<file path="config.mk">
export PLATFORM = sky130hd
export DESIGN_NAME = voxel_ray_traversal_top
export DESIGN_NICKNAME = d
export VERILOG_FILES = /design/src/hw/rtl/vrt_pkg.sv /design/src/hw/rtl/vrt_div.sv /design/src/hw/rtl/vrt_isqrt.sv /design/src/hw/rtl/voxel_ray_traversal_top.sv
export VERILOG_INCLUDE_DIRS = /design/src /design/src/hw/rtl
export SDC_FILE = /design/constraint.sdc
export NUM_CORES = 2
export LEC_CHECK = 0
export BUFFER_PORTS_ARGS = -buffer_cell sky130_fd_sc_hd__buf_2
export CORE_ASPECT_RATIO = 0.75
export CORE_UTILIZATION = 60
export CTS_BUF_LIST = sky130_fd_sc_hd__clkbuf_16
export CTS_CLUSTER_SIZE = 25
export DETAILED_ROUTE_END_ITERATION = 7
export GPL_ROUTABILITY_DRIVEN = 0
export HOLD_SLACK_MARGIN = 0.15
export PLACE_DENSITY = 0.86
export SLEW_MARGIN = 20
export SYNTH_ARGS = -nofsm -noshare
export SYNTH_HDL_FRONTEND = slang
export SYNTH_SLANG_ARGS = --single-unit
</file>
<file path="constraint.sdc">
create_clock -name clk -period 23.6 [get_ports clk]
set_input_delay 2.36 -clock clk [delete_from_list [all_inputs] [get_ports clk]]
set_output_delay 2.36 -clock clk [all_outputs]
set_load 0.005 [all_outputs]
</file>
<file path="src/hw/rtl/assert_macros.svh">
// assertion helpers shared by the rtl
`ifndef ASSERT_MACROS_SVH
`define ASSERT_MACROS_SVH

// same-cycle implication, sampled on clk, off during reset
`define ASSERT_IMPL(label, ante, cons) \
    label: assert property (@(posedge clk) disable iff (!rst_n) (ante) |-> (cons)) \
        else $error("assertion failed");

// next-cycle implication, sampled on clk, off during reset
`define ASSERT_NEXT(label, ante, cons) \
    label: assert property (@(posedge clk) disable iff (!rst_n) (ante) |=> (cons)) \
        else $error("assertion failed");

`endif

</file>
<file path="src/hw/rtl/vrt_pkg.sv">
`timescale 1ns / 1ps
// ----------------------------------------------------------------------------
// vrt_pkg
// types, codes and constants of the voxel ray traversal block
// ----------------------------------------------------------------------------
package vrt_pkg;

    localparam int FRAC_BITS_DEF  = 16;
    localparam int VOXEL_BITS_DEF = 16;
    localparam int TIME_W         = 32;
    localparam int NUM_W          = 64;
    localparam int SQ_W           = 64;
    localparam int OUT_VOX_W      = 16;

    localparam logic [TIME_W-1:0] TIME_NEVER   = '1;
    localparam logic [TIME_W-1:0] TIME_END_MAX = {{(TIME_W-1){1'b1}}, 1'b0};

    localparam logic OP_START  = 1'b0;
    localparam logic OP_ANSWER = 1'b1;

    typedef enum logic [1:0] {
        KIND_PROBE  = 2'd0,
        KIND_HIT    = 2'd1,
        KIND_MISS   = 2'd2,
        KIND_IGNORE = 2'd3
    } kind_t;

    typedef enum logic [2:0] {
        ST_IDLE,
        ST_SETUP,
        ST_DIV_NB,
        ST_DIV_CS,
        ST_ACC,
        ST_SQRT,
        ST_DIV_END,
        ST_ADV
    } state_t;

    typedef struct packed {
        logic               operation;
        logic signed [31:0] origin_x;
        logic signed [31:0] origin_y;
        logic signed [31:0] origin_z;
        logic signed [31:0] dir_x;
        logic signed [31:0] dir_y;
        logic signed [31:0] dir_z;
        logic [30:0]        max_distance;
        logic               is_solid;
    } in_item_t;

    typedef struct packed {
        logic [1:0]                  kind;
        logic signed [OUT_VOX_W-1:0] voxel_x;
        logic signed [OUT_VOX_W-1:0] voxel_y;
        logic signed [OUT_VOX_W-1:0] voxel_z;
        logic [2:0]                  face;
    } out_item_t;

endpackage

</file>
<file path="src/hw/rtl/vrt_div.sv">
`timescale 1ns / 1ps
// ----------------------------------------------------------------------------
// vrt_div
// restoring divider, one quotient bit per cycle
// ----------------------------------------------------------------------------
module vrt_div #(
    parameter int NUM_W = 64,
    parameter int DEN_W = 32
) (
    input  logic             clk,
    input  logic             rst_n,
    input  logic             start,
    input  logic [NUM_W-1:0] num,
    input  logic [DEN_W-1:0] den,
    output logic             done,
    output logic [NUM_W-1:0] quo
);
    localparam int CNT_W = $clog2(NUM_W);

    logic             busy_reg;
    logic             done_reg;
    logic [CNT_W-1:0] cnt_reg;
    logic [NUM_W-1:0] quo_reg;
    logic [DEN_W-1:0] rem_reg;
    logic [DEN_W-1:0] den_reg;
    logic [DEN_W:0]   trial;
    logic [DEN_W:0]   diff;
    logic             ge;

    always_comb
    begin
        trial = {rem_reg, quo_reg[NUM_W-1]};
        diff  = trial - {1'b0, den_reg};
        ge    = trial >= {1'b0, den_reg};
    end

    always_ff @(posedge clk or negedge rst_n)
    begin
        if (!rst_n)
        begin
            busy_reg <= 1'b0;
            done_reg <= 1'b0;
            cnt_reg  <= '0;
        end
        else
        begin
            done_reg <= 1'b0;
            if (start)
            begin
                busy_reg <= 1'b1;
                cnt_reg  <= '0;
            end
            else if (busy_reg)
            begin
                cnt_reg <= cnt_reg + 1'b1;
                if (cnt_reg == CNT_W'(NUM_W - 1))
                begin
                    busy_reg <= 1'b0;
                    done_reg <= 1'b1;
                end
            end
        end
    end

    always_ff @(posedge clk)
    begin
        if (start)
        begin
            quo_reg <= num;
            rem_reg <= '0;
            den_reg <= den;
        end
        else if (busy_reg)
        begin
            quo_reg <= {quo_reg[NUM_W-2:0], ge};
            rem_reg <= ge ? diff[DEN_W-1:0] : trial[DEN_W-1:0];
        end
    end

    assign done = done_reg;
    assign quo  = quo_reg;

endmodule

</file>
<file path="src/hw/rtl/vrt_isqrt.sv">
`timescale 1ns / 1ps
// ----------------------------------------------------------------------------
// vrt_isqrt
// integer square root, two radicand bits per cycle
// ----------------------------------------------------------------------------
module vrt_isqrt #(
    parameter int W = 64
) (
    input  logic           clk,
    input  logic           rst_n,
    input  logic           start,
    input  logic [W-1:0]   n,
    output logic           done,
    output logic [W/2-1:0] root
);
    logic         busy_reg;
    logic         done_reg;
    logic [W-1:0] n_reg;
    logic [W-1:0] r_reg;
    logic [W-1:0] b_reg;
    logic [W-1:0] rb;
    logic         ge;

    always_comb
    begin
        rb = r_reg + b_reg;
        ge = n_reg >= rb;
    end

    always_ff @(posedge clk or negedge rst_n)
    begin
        if (!rst_n)
        begin
            busy_reg <= 1'b0;
            done_reg <= 1'b0;
        end
        else
        begin
            done_reg <= 1'b0;
            if (start)
                busy_reg <= 1'b1;
            else if (busy_reg && b_reg[1:0] != 2'b00)
            begin
                busy_reg <= 1'b0;
                done_reg <= 1'b1;
            end
        end
    end

    always_ff @(posedge clk)
    begin
        if (start)
        begin
            n_reg <= n;
            r_reg <= '0;
            b_reg <= W'(1) << (W - 2);
        end
        else if (busy_reg)
        begin
            if (ge)
            begin
                n_reg <= n_reg - rb;
                r_reg <= (r_reg >> 1) + b_reg;
            end
            else
                r_reg <= r_reg >> 1;
            b_reg <= b_reg >> 2;
        end
    end

    assign done = done_reg;
    assign root = r_reg[W/2-1:0];

endmodule

</file>
<file path="src/hw/rtl/voxel_ray_traversal_top.sv">
`timescale 1ns / 1ps
// ----------------------------------------------------------------------------
// voxel_ray_traversal_top
// grid walk along a ray: ray setup by a shared sequencer, one voxel per answer
// ----------------------------------------------------------------------------
//  channel | signals                      | direction | payload
//  in      | in_valid / in_ready          | into      | in_data  (in_item_t)
//  out     | out_valid / out_ready        | out of    | out_data (out_item_t)
//
//  an answer item gives its result in the cycle after acceptance
//  a start item runs, per axis, the setup step and, for a nonzero component, two
//  divisions, then the square root and the end-time division (skipped with an
//  all-zero direction) before the result load; the divider gives one quotient bit per cycle
//  reset clears all traversal state at once, no clearing pass
//  a stalled result holds in the output register; in_ready stays low meanwhile
//  only if the register cannot be emptied in the same cycle
// ----------------------------------------------------------------------------
`include "assert_macros.svh"

module voxel_ray_traversal_top #(
    parameter int FRAC_BITS  = vrt_pkg::FRAC_BITS_DEF,
    parameter int VOXEL_BITS = vrt_pkg::VOXEL_BITS_DEF
) (
    input  logic               clk,
    input  logic               rst_n,
    input  logic               in_valid,
    output logic               in_ready,
    input  vrt_pkg::in_item_t  in_data,
    output logic               out_valid,
    input  logic               out_ready,
    output vrt_pkg::out_item_t out_data
);
    import vrt_pkg::*;

    localparam int DEN_W = TIME_W;

    // sequencer
    state_t state_reg, state_next;

    // latched ray
    logic signed [31:0]  ori_reg [3];
    logic signed [31:0]  dir_reg [3];
    logic [30:0]         dist_reg;
    logic [1:0]          ax_reg;
    logic [SQ_W-1:0]     sq_reg;
    logic [SQ_W-1:0]     sumsq_reg;
    logic [SQ_W-1:0]     sumsq_next;

    // traversal state
    logic                  active_reg;
    logic [VOXEL_BITS-1:0] vox_reg [3];
    logic                  neg_reg [3];
    logic [TIME_W-1:0]     nb_reg [3];
    logic [TIME_W-1:0]     cs_reg [3];
    logic [TIME_W-1:0]     end_reg;
    logic [2:0]            face_reg;

    // output register
    logic      out_valid_reg;
    out_item_t out_data_reg;
    out_item_t out_next;

    // divider, shared by all divisions, and square root unit
    logic             div_start;
    logic [NUM_W-1:0] div_num;
    logic [DEN_W-1:0] div_den;
    logic             div_done;
    logic [NUM_W-1:0] div_quo;
    logic             sqrt_start;
    logic             sqrt_done;
    logic [SQ_W/2-1:0] sqrt_root;

    // control strobes
    logic accept;
    logic out_free;
    logic out_load;
    logic adv_apply;

    // current axis during setup
    logic signed [31:0]    cur_o;
    logic signed [31:0]    cur_d;
    logic signed [31:0]    base_vox;
    logic [31:0]           mag;
    logic                  cur_neg;
    logic [FRAC_BITS-1:0]  frac;
    logic [FRAC_BITS:0]    gap;
    logic [TIME_W-1:0]     q_sat;
    logic [TIME_W-1:0]     q_end;

    // one step along the ray
    logic [1:0]            adv_a;
    logic [TIME_W-1:0]     adv_t;
    logic                  adv_past;
    logic [TIME_W:0]       adv_sum;
    logic [TIME_W-1:0]     adv_nb;
    logic [VOXEL_BITS-1:0] adv_vox;
    logic [VOXEL_BITS-1:0] adv_vox_all [3];
    logic [2:0]            adv_face;

    function automatic logic [OUT_VOX_W-1:0] vox_out(input logic [VOXEL_BITS-1:0] v);
        logic [31:0] ext;
        ext = {{(32 - VOXEL_BITS){v[VOXEL_BITS-1]}}, v};
        return ext[OUT_VOX_W-1:0];
    endfunction

    vrt_div #(
        .NUM_W (NUM_W),
        .DEN_W (DEN_W)
    ) u_div (
        .clk   (clk),
        .rst_n (rst_n),
        .start (div_start),
        .num   (div_num),
        .den   (div_den),
        .done  (div_done),
        .quo   (div_quo)
    );

    // root taken of the sum that includes the last axis
    vrt_isqrt #(
        .W (SQ_W)
    ) u_isqrt (
        .clk   (clk),
        .rst_n (rst_n),
        .start (sqrt_start),
        .n     (sumsq_next),
        .done  (sqrt_done),
        .root  (sqrt_root)
    );

    // per-axis setup terms
    always_comb
    begin
        cur_o      = ori_reg[ax_reg];
        cur_d      = dir_reg[ax_reg];
        base_vox   = cur_o >>> FRAC_BITS;
        mag        = cur_d[31] ? (~cur_d + 32'd1) : cur_d;
        cur_neg    = cur_d[31] || (cur_d == 32'sd0);
        frac       = cur_o[FRAC_BITS-1:0];
        gap        = cur_neg ? {1'b0, frac}
                             : (((FRAC_BITS+1)'(1)) << FRAC_BITS) - {1'b0, frac};
        q_sat      = (|div_quo[NUM_W-1:TIME_W]) ? TIME_NEVER : div_quo[TIME_W-1:0];
        q_end      = (div_quo > NUM_W'(TIME_END_MAX)) ? TIME_END_MAX : div_quo[TIME_W-1:0];
        sumsq_next = sumsq_reg + sq_reg;
    end

    // least boundary time, x before y before z on ties
    always_comb
    begin
        if (nb_reg[0] <= nb_reg[1] && nb_reg[0] <= nb_reg[2])
            adv_a = 2'd0;
        else if (nb_reg[1] <= nb_reg[2])
            adv_a = 2'd1;
        else
            adv_a = 2'd2;
        adv_t    = nb_reg[adv_a];
        adv_past = adv_t > end_reg;
        adv_sum  = {1'b0, adv_t} + {1'b0, cs_reg[adv_a]};
        adv_nb   = adv_sum[TIME_W] ? TIME_NEVER : adv_sum[TIME_W-1:0];
        adv_vox  = neg_reg[adv_a] ? vox_reg[adv_a] - 1'b1 : vox_reg[adv_a] + 1'b1;
        adv_face = {adv_a, neg_reg[adv_a]};
        for (int i = 0; i < 3; i++)
            adv_vox_all[i] = (adv_a == 2'(i)) ? adv_vox : vox_reg[i];
    end

    // next state
    always_comb
    begin
        state_next = state_reg;
        case (state_reg)
            ST_IDLE:
                if (accept && in_data.operation == OP_START)
                    state_next = ST_SETUP;
            ST_SETUP:
                state_next = (mag == 32'd0) ? ST_ACC : ST_DIV_NB;
            ST_DIV_NB:
                if (div_done)
                    state_next = ST_DIV_CS;
            ST_DIV_CS:
                if (div_done)
                    state_next = ST_ACC;
            ST_ACC:
                state_next = (ax_reg == 2'd2) ? ST_SQRT : ST_SETUP;
            ST_SQRT:
                if (sqrt_done)
                    state_next = (sqrt_root == '0) ? ST_ADV : ST_DIV_END;
            ST_DIV_END:
                if (div_done)
                    state_next = ST_ADV;
            ST_ADV:
                if (out_free)
                    state_next = ST_IDLE;
            default:
                state_next = ST_IDLE;
        endcase
    end

    // control outputs
    always_comb
    begin
        out_free   = !out_valid_reg || out_ready;
        in_ready   = (state_reg == ST_IDLE) && out_free;
        accept     = in_valid && in_ready;
        div_start  = 1'b0;
        div_num    = '0;
        div_den    = mag;
        sqrt_start = 1'b0;
        out_load   = 1'b0;
        adv_apply  = 1'b0;
        case (state_reg)
            ST_IDLE:
            begin
                out_load  = accept && in_data.operation == OP_ANSWER;
                adv_apply = out_load && active_reg && !in_data.is_solid;
            end
            ST_SETUP:
            begin
                div_start = mag != 32'd0;
                div_num   = NUM_W'(gap) << FRAC_BITS;
            end
            ST_DIV_NB:
            begin
                div_start = div_done;
                div_num   = NUM_W'(1) << (2 * FRAC_BITS);
            end
            ST_ACC:
                sqrt_start = ax_reg == 2'd2;
            ST_SQRT:
            begin
                div_start = sqrt_done && sqrt_root != '0;
                div_num   = NUM_W'(dist_reg) << FRAC_BITS;
                div_den   = sqrt_root;
            end
            ST_ADV:
            begin
                out_load  = out_free;
                adv_apply = out_free;
            end
            default:
            begin
                out_load = 1'b0;
            end
        endcase
    end

    // result item
    always_comb
    begin
        out_next.kind    = KIND_MISS;
        out_next.voxel_x = '0;
        out_next.voxel_y = '0;
        out_next.voxel_z = '0;
        out_next.face    = '0;
        if (state_reg == ST_IDLE && !active_reg)
            out_next.kind = KIND_IGNORE;
        else if (state_reg == ST_IDLE && in_data.is_solid)
        begin
            out_next.kind    = KIND_HIT;
            out_next.voxel_x = vox_out(vox_reg[0]);
            out_next.voxel_y = vox_out(vox_reg[1]);
            out_next.voxel_z = vox_out(vox_reg[2]);
            out_next.face    = face_reg;
        end
        else if (!adv_past)
        begin
            out_next.kind    = KIND_PROBE;
            out_next.voxel_x = vox_out(adv_vox_all[0]);
            out_next.voxel_y = vox_out(adv_vox_all[1]);
            out_next.voxel_z = vox_out(adv_vox_all[2]);
            out_next.face    = adv_face;
        end
    end

    always_ff @(posedge clk or negedge rst_n)
    begin
        if (!rst_n)
        begin
            state_reg     <= ST_IDLE;
            out_valid_reg <= 1'b0;
            ax_reg        <= '0;
            active_reg    <= 1'b0;
            end_reg       <= '0;
            face_reg      <= '0;
            for (int i = 0; i < 3; i++)
            begin
                vox_reg[i] <= '0;
                neg_reg[i] <= 1'b0;
                nb_reg[i]  <= '0;
                cs_reg[i]  <= '0;
            end
        end
        else
        begin
            state_reg <= state_next;
            if (out_load)
                out_valid_reg <= 1'b1;
            else if (out_ready)
                out_valid_reg <= 1'b0;

            case (state_reg)
                ST_IDLE:
                begin
                    if (accept && in_data.operation == OP_START)
                    begin
                        ax_reg   <= '0;
                        face_reg <= '0;
                    end
                    if (out_load && active_reg && in_data.is_solid)
                        active_reg <= 1'b0;
                end
                ST_SETUP:
                begin
                    vox_reg[ax_reg] <= base_vox[VOXEL_BITS-1:0];
                    neg_reg[ax_reg] <= cur_neg;
                    if (mag == 32'd0)
                    begin
                        nb_reg[ax_reg] <= TIME_NEVER;
                        cs_reg[ax_reg] <= TIME_NEVER;
                    end
                end
                ST_DIV_NB:
                    if (div_done)
                        nb_reg[ax_reg] <= q_sat;
                ST_DIV_CS:
                    if (div_done)
                        cs_reg[ax_reg] <= q_sat;
                ST_ACC:
                    if (ax_reg != 2'd2)
                        ax_reg <= ax_reg + 2'd1;
                ST_SQRT:
                    if (sqrt_done && sqrt_root == '0)
                        end_reg <= '0;
                ST_DIV_END:
                    if (div_done)
                        end_reg <= q_end;
                default:
                    ax_reg <= ax_reg;
            endcase

            // one step along the ray, or the end of it
            if (adv_apply)
            begin
                if (adv_past)
                    active_reg <= 1'b0;
                else
                begin
                    active_reg     <= 1'b1;
                    nb_reg[adv_a]  <= adv_nb;
                    vox_reg[adv_a] <= adv_vox;
                    face_reg       <= adv_face;
                end
            end
        end
    end

    // ray latch, setup datapath and result data register
    always_ff @(posedge clk)
    begin
        if (accept && in_data.operation == OP_START)
        begin
            ori_reg[0] <= in_data.origin_x;
            ori_reg[1] <= in_data.origin_y;
            ori_reg[2] <= in_data.origin_z;
            dir_reg[0] <= in_data.dir_x;
            dir_reg[1] <= in_data.dir_y;
            dir_reg[2] <= in_data.dir_z;
            dist_reg   <= in_data.max_distance;
            sumsq_reg  <= '0;
        end
        if (state_reg == ST_SETUP)
            sq_reg <= SQ_W'(mag) * SQ_W'(mag);
        if (state_reg == ST_ACC)
            sumsq_reg <= sumsq_next;
        if (out_load)
            out_data_reg <= out_next;
    end

    assign out_valid = out_valid_reg;
    assign out_data  = out_data_reg;

    `ASSERT_IMPL(a_ready_only_idle, in_ready, state_reg == ST_IDLE)
    `ASSERT_IMPL(a_axis_in_range, state_reg != ST_IDLE, ax_reg != 2'd3)
    `ASSERT_IMPL(a_end_not_never, active_reg, end_reg != TIME_NEVER)
    `ASSERT_NEXT(a_start_leaves_idle, accept && in_data.operation == OP_START,
                 state_reg == ST_SETUP && !in_ready)

endmodule
</file>
# Word level (Yosys, flattened, before mapping)
# Memories as Yosys holds them, arrays and structs flattened.
# Cells that the tools add are included.
# word_totals
mem_bits_rw	192
mem_count	2
register_bits	795
input_bits	229
# mem_list
name	depth	width	rd	rd_clocked_by_memory_dff	wr	line	source
dir_reg	3	32	1	0	3	voxel_ray_traversal_top.sv:42	logic signed [31:0] dir_reg [3];
ori_reg	3	32	1	0	3	voxel_ray_traversal_top.sv:41	logic signed [31:0] ori_reg [3];
# op_classes
n_reduce_logical	47
mul	1
n_lt_le_gt_ge	11
eq_ne	21
muxes	107
bitwise	6
n_addsub	12
# ops
op	count
2-to-1 mux 96 bit	6
2-to-1 mux 64 bit	8
2-to-1 mux 32 bit	14
case mux 96 bit (2 select lines)	2
bitwise mux 96 bit	3
bitwise OR 96 bit	2
2-to-1 mux 48 bit	3
case mux 47 bit (3 select lines)	1
binary-select mux 32 bit (select 2 bit)	2
demux 32 bit (select 2 bit)	2
2-to-1 mux 16 bit	8
2-to-1 mux 53 bit	2
bitwise mux 48 bit	2
less-or-equal comparator 32 bit	3
zero test 32 bit	3
adder 63 x 63 -> 64 bit	1
adder 64 x 63 -> 64 bit	1
adder 64 bit	1
demux 16 bit (select 2 bit)	2
greater-or-equal comparator 64 bit	1
greater-than comparator 64 x 32 -> 1 bit, second input constant	1
multiplier 32 x 32 -> 64 bit	1
case mux 32 bit (2 select lines)	1
nonzero test 32 bit	2
other kinds (48)	133

# Logic depth before layout (Yosys ltp)
# logic_depth
ltp_word	12
ltp_mapped	43

# By module
# A second synthesis with hierarchy kept.
# hier_totals
hier_cells	9615
hier_area_um2	90810.8
# by_module_without_submodules
module	area_each_um2	cells_each	seq_area_each_um2	instances
voxel_ray_traversal_top	68244.2	7052	19233.4	1
vrt_isqrt	15324.7	1957	3893.7	1
vrt_div	7241.9	606	3723.6	1

# Least setup slack after synthesis
# Ideal clock, no wire load.
# synth_timing
path_kind	reg-to-reg
start	register ax_reg[0]
end	register sq_reg[54] (data pin)
path_stages_with_launch	41
n_path_buf	6
slack_ns	13.109
required_time_ns	23.335
arrival_time_ns	10.226
setup_time_ns	0.265
cell_sequence	dfrtp_1 buf_6 buf_6 mux2i_1 o21a_1 clkbuf_1 ha_1 o211ai_1 nor4_4 and4_1 a31oi_1 xor2_1 inv_1 clkbuf_1 buf_1 nand2_1 fa_1 inv_1 [5 not listed] fa_1 fa_1 fa_1 inv_1 fa_1 inv_1 ha_1 clkbuf_1 a21o_1 a211o_1 a221oi_1 o21ai_0 a32oi_1 a21oi_1 a221o_1 a32oi_1 o21ai_0 xor2_1
# synth_between
elab_chain_len	5
# synth_rtl
element	line	source
start, declared	voxel_ray_traversal_top.sv:44	logic [1:0] ax_reg;
start signal, assigned	voxel_ray_traversal_top.sv:329	ax_reg <= ax_reg + 2'd1;
start signal, assigned	voxel_ray_traversal_top.sv:337	ax_reg <= ax_reg;
memory (3 x 32 bit) (*)	-	
NOT 32 bit	voxel_ray_traversal_top.sv:137	mag = cur_d[31] ? (~cur_d + 32'd1) : cur_d;
adder 32 x 1 -> 32 bit	voxel_ray_traversal_top.sv:137	
2-to-1 mux 32 bit (*)	voxel_ray_traversal_top.sv:137	
multiplier 32 x 32 -> 64 bit (*)	voxel_ray_traversal_top.sv:371	sq_reg <= SQ_W'(mag) * SQ_W'(mag);
end signal, assigned	voxel_ray_traversal_top.sv:371	
end, declared	voxel_ray_traversal_top.sv:45	logic [SQ_W-1:0] sq_reg;
# Mark *: on every way between the ends. The rest lies on a longest branch, timed or not.
# A chain may end at the register's enable or synchronous reset.

# Worst setup path after layout
# Same ends and word-level chain as after synthesis.

==> flow_summary.toml <==
[outcome]
status = "finished, violations left"
violations = "design-rule violations"

[synthesis]
synth_cell_types = 100
yosys_warnings = 0
ys.flop_type = "edfxtp_1"
seq_area_frac_synth_pct = 30.0
synth_edf_count = 563
synth_area_leaders = "edfxtp_1 (19%), fa_1 (18%), ha_1 (9.6%)"
async_reset_ff_share_pct = 29.9
synth_top_area_share_pct = 18.9
synth_area_mm2 = 0.0894
syn_avg_cell_area_um2 = 9.38
synth_top_cell_by_area = "edfxtp_1"
synthCells = 9525
ys_ff_latch = 986

[floorplanning]
dieArea_mm2 = 0.151
initial_core_util_pct = 60.5
rows = 122
fp.dieW_um = 448
num_io_pins = 284
coreArea_mm2 = 0.148
die_h_um = 336

[detailed_routing]
post_drt_wl_per_cell_um = 23.4
viasPerCell = 6.51
wl_mm = 273
first_iter_violations = 10814
antenna_left = 0
route.detailed.drc = 41
dr.pass1.iters = 8
vias = 75711

[critical_path]
worstSetupPathType = "reg2reg"
critPathMaxFanout = 41
cpPeakStageDelay_ns = 0.92
rrSetupSlack_ns = 10.27
slowest_stage = "clkinv_1"
path_common_cell = "fa_1"
critPathCaptureType = "register"
start_kind = "register"
cp.arrival_ns = 13.80
critical_path_required_ns = 24.06

[clock_tree]
htree_levels = 3
cts_tree = "done"
ctsResizeCount = 0
clockBufferDepth = 3
clk_pin_slew_ns = 0.07
root_buffer = "clkbuf_16"
cts_sinks = 986
hold_buffers = 0
cts_setup_buffers = 0
cts_buffers = 91
clock_latency_ns = 0.73

[grt]
grt_pass1_wl_mm = 424
gr-total-overflow = 0
grt_max_degree = 135
grt_pass1_vias = 76130
track_usage_pct = 36.1
antenna_found_initial = 14

[cells_and_area]
nNetsFinal = 11262
drive_gt1_share_pct = 7.36
nFillCells = 11019
syn_to_final_growth_pct = 7.09

[timing]
fmax_mhz = 75.0
slew_headroom_pct = 18.0
worst_pin_slew_ns = 1.23
tns_ns = 0
slew_violations = 0
fin_crit_sh_pct = 56.5
setup_ws_ns = 10.27
finalHoldViolCount = 0
rsz0062_at_grt = "no"
setup_viol = 0
min_period_ns = 13.33
fin_worst_skew_ns = 0.0356

[placement]
hpwl_mm = 200
place_worst_setup_slack_ns = 10.07
place.port_buffers = 283

[run]
max-cap-violations = 0

[hold_path]
worstHoldPathType = "reg2reg"
cell usage after synthesis (53+ instances only):
cell / count
inv_1: 1206
nor2_1: 1022
fa_1: 799
a21oi_1: 746
nand2_1: 710
ha_1: 685
edfxtp_1: 563
clkbuf_1: 411
o21ai_0: 356
dfrtp_1: 295
xnor2_1: 230
a21o_1: 226
mux2i_1: 203
xor2_1: 178
nand4_1: 137
a22oi_1: 133
nand3_1: 129
dfxtp_1: 128
a31oi_1: 120
nor3_1: 111
a2bb2oi_1: 101
a211oi_1: 89
o21bai_1: 83
and2_1: 79
nor4_1: 56
o31ai_1: 53
stage by stage:
stage	hold WS, ns	instances	cell area, um2	utilization [%]
global route	0.500	11615	95700	64.8
global placement	0.455	11439	92600	62.7
detailed placement	0.466	11439	92600	62.7
CTS	0.481	11611	95600	64.8
floorplan	0.441	9549	89500	-
finish	0.480	11624	95700	64.8
final timing paths:
check	startpoint	endpoint	depth (start not counted)
worst max-delay path	ax_reg[0]	sq_reg[54]	33
max in group asynchronous	rst_n	ax_reg[1]	3
worst max register to register	ax_reg[0]	sq_reg[54]	33
worst min-delay path	end_reg[19]	end_reg[19]	2
worst min register to register	end_reg[19]	end_reg[19]	2
min in group asynchronous	rst_n	cs_reg[76]	1
layout by cell type (no fill, tap or decap), types with 83 or more instances in the layout:
| cell | netlist | layout |
|---|---|---|
| buf_4 | 1 | 107 |
| ha_1 | 685 | 685 |
| a2bb2oi_1 | 101 | 101 |
| a211oi_1 | 89 | 89 |
| mux2i_1 | 203 | 203 |
| a31oi_1 | 120 | 119 |
| nand2_1 | 710 | 700 |
| dfrtp_1 | 295 | 291 |
| nor2_1 | 1022 | 1018 |
| fa_1 | 799 | 799 |
| o21ai_0 | 356 | 355 |
| a21oi_1 | 746 | 741 |
| o21bai_1 | 83 | 83 |
| inv_1 | 1206 | 1228 |
| nand3_1 | 129 | 129 |
| a21o_1 | 226 | 224 |
| xor2_1 | 178 | 170 |
| xnor2_1 | 230 | 218 |
| nand4_1 | 137 | 137 |
| buf_2 | 18 | 282 |
| nor3_1 | 111 | 109 |
| clkbuf_16 | 0 | 94 |
| edfxtp_1 | 563 | 563 |
| a22oi_1 | 133 | 133 |
| dfxtp_1 | 128 | 128 |
kinds of logic (layout without fill, tap and decap cells):
kind of cell,count (synthesis),after routing,synth area share (%)
buffers and inverters,1707,1786,7.29
XOR/XNOR,414,414,4.11
AO/OA/AOI/OAI,2202,2202,15.7
multiplexers,254,254,2.98
flip-flops,986,986,30.0
other,2,38,0.00840
adder cells (fa/ha/maj),1484,1484,27.5
AND/OR/NAND/NOR,2476,2476,12.3
per-layer routing:
layer	vias up	wire length, um	track usage, %
li1	32622	-	-
met1	36204	99100	47.2
met2	5671	116000	52.9
met3	1203	42000	13.1
met4	11	15300	17.5
met5	-	111	0.413
layout make-up:
class | instances | area (um2) | area share, %
Tap cell | 1984 | 2480 | 2.59
Inverter | 1221 | 4590 | 4.80
Clock buffer | 94 | 2350 | 2.46
Timing Repair Buffer | 393 | 2270 | 2.37
Antenna cell | 12 | 30.0 | 0.0314
Multi-Input combinational cell | 6856 | 56500 | 59.0
Clock inverter | 78 | 666 | 0.696
Sequential cell | 986 | 26900 | 28.1
worst max-delay path: cells and delay by family, from the launching register on:
family / cells / cell delay [ns]
adder cells (fa/ha/maj): 9 / 4.11
multiplexers: 2 / 0.85
AND/OR/NAND/NOR: 3 / 1.49
flip-flops: 1 / 0.78
AO/OA/AOI/OAI: 12 / 3.10
XOR/XNOR: 3 / 0.98
buffers and inverters: 4 / 1.67
Power is not shown: default switching activity piles up to over one toggle a cycle in this logic, so the estimate is an artifact.
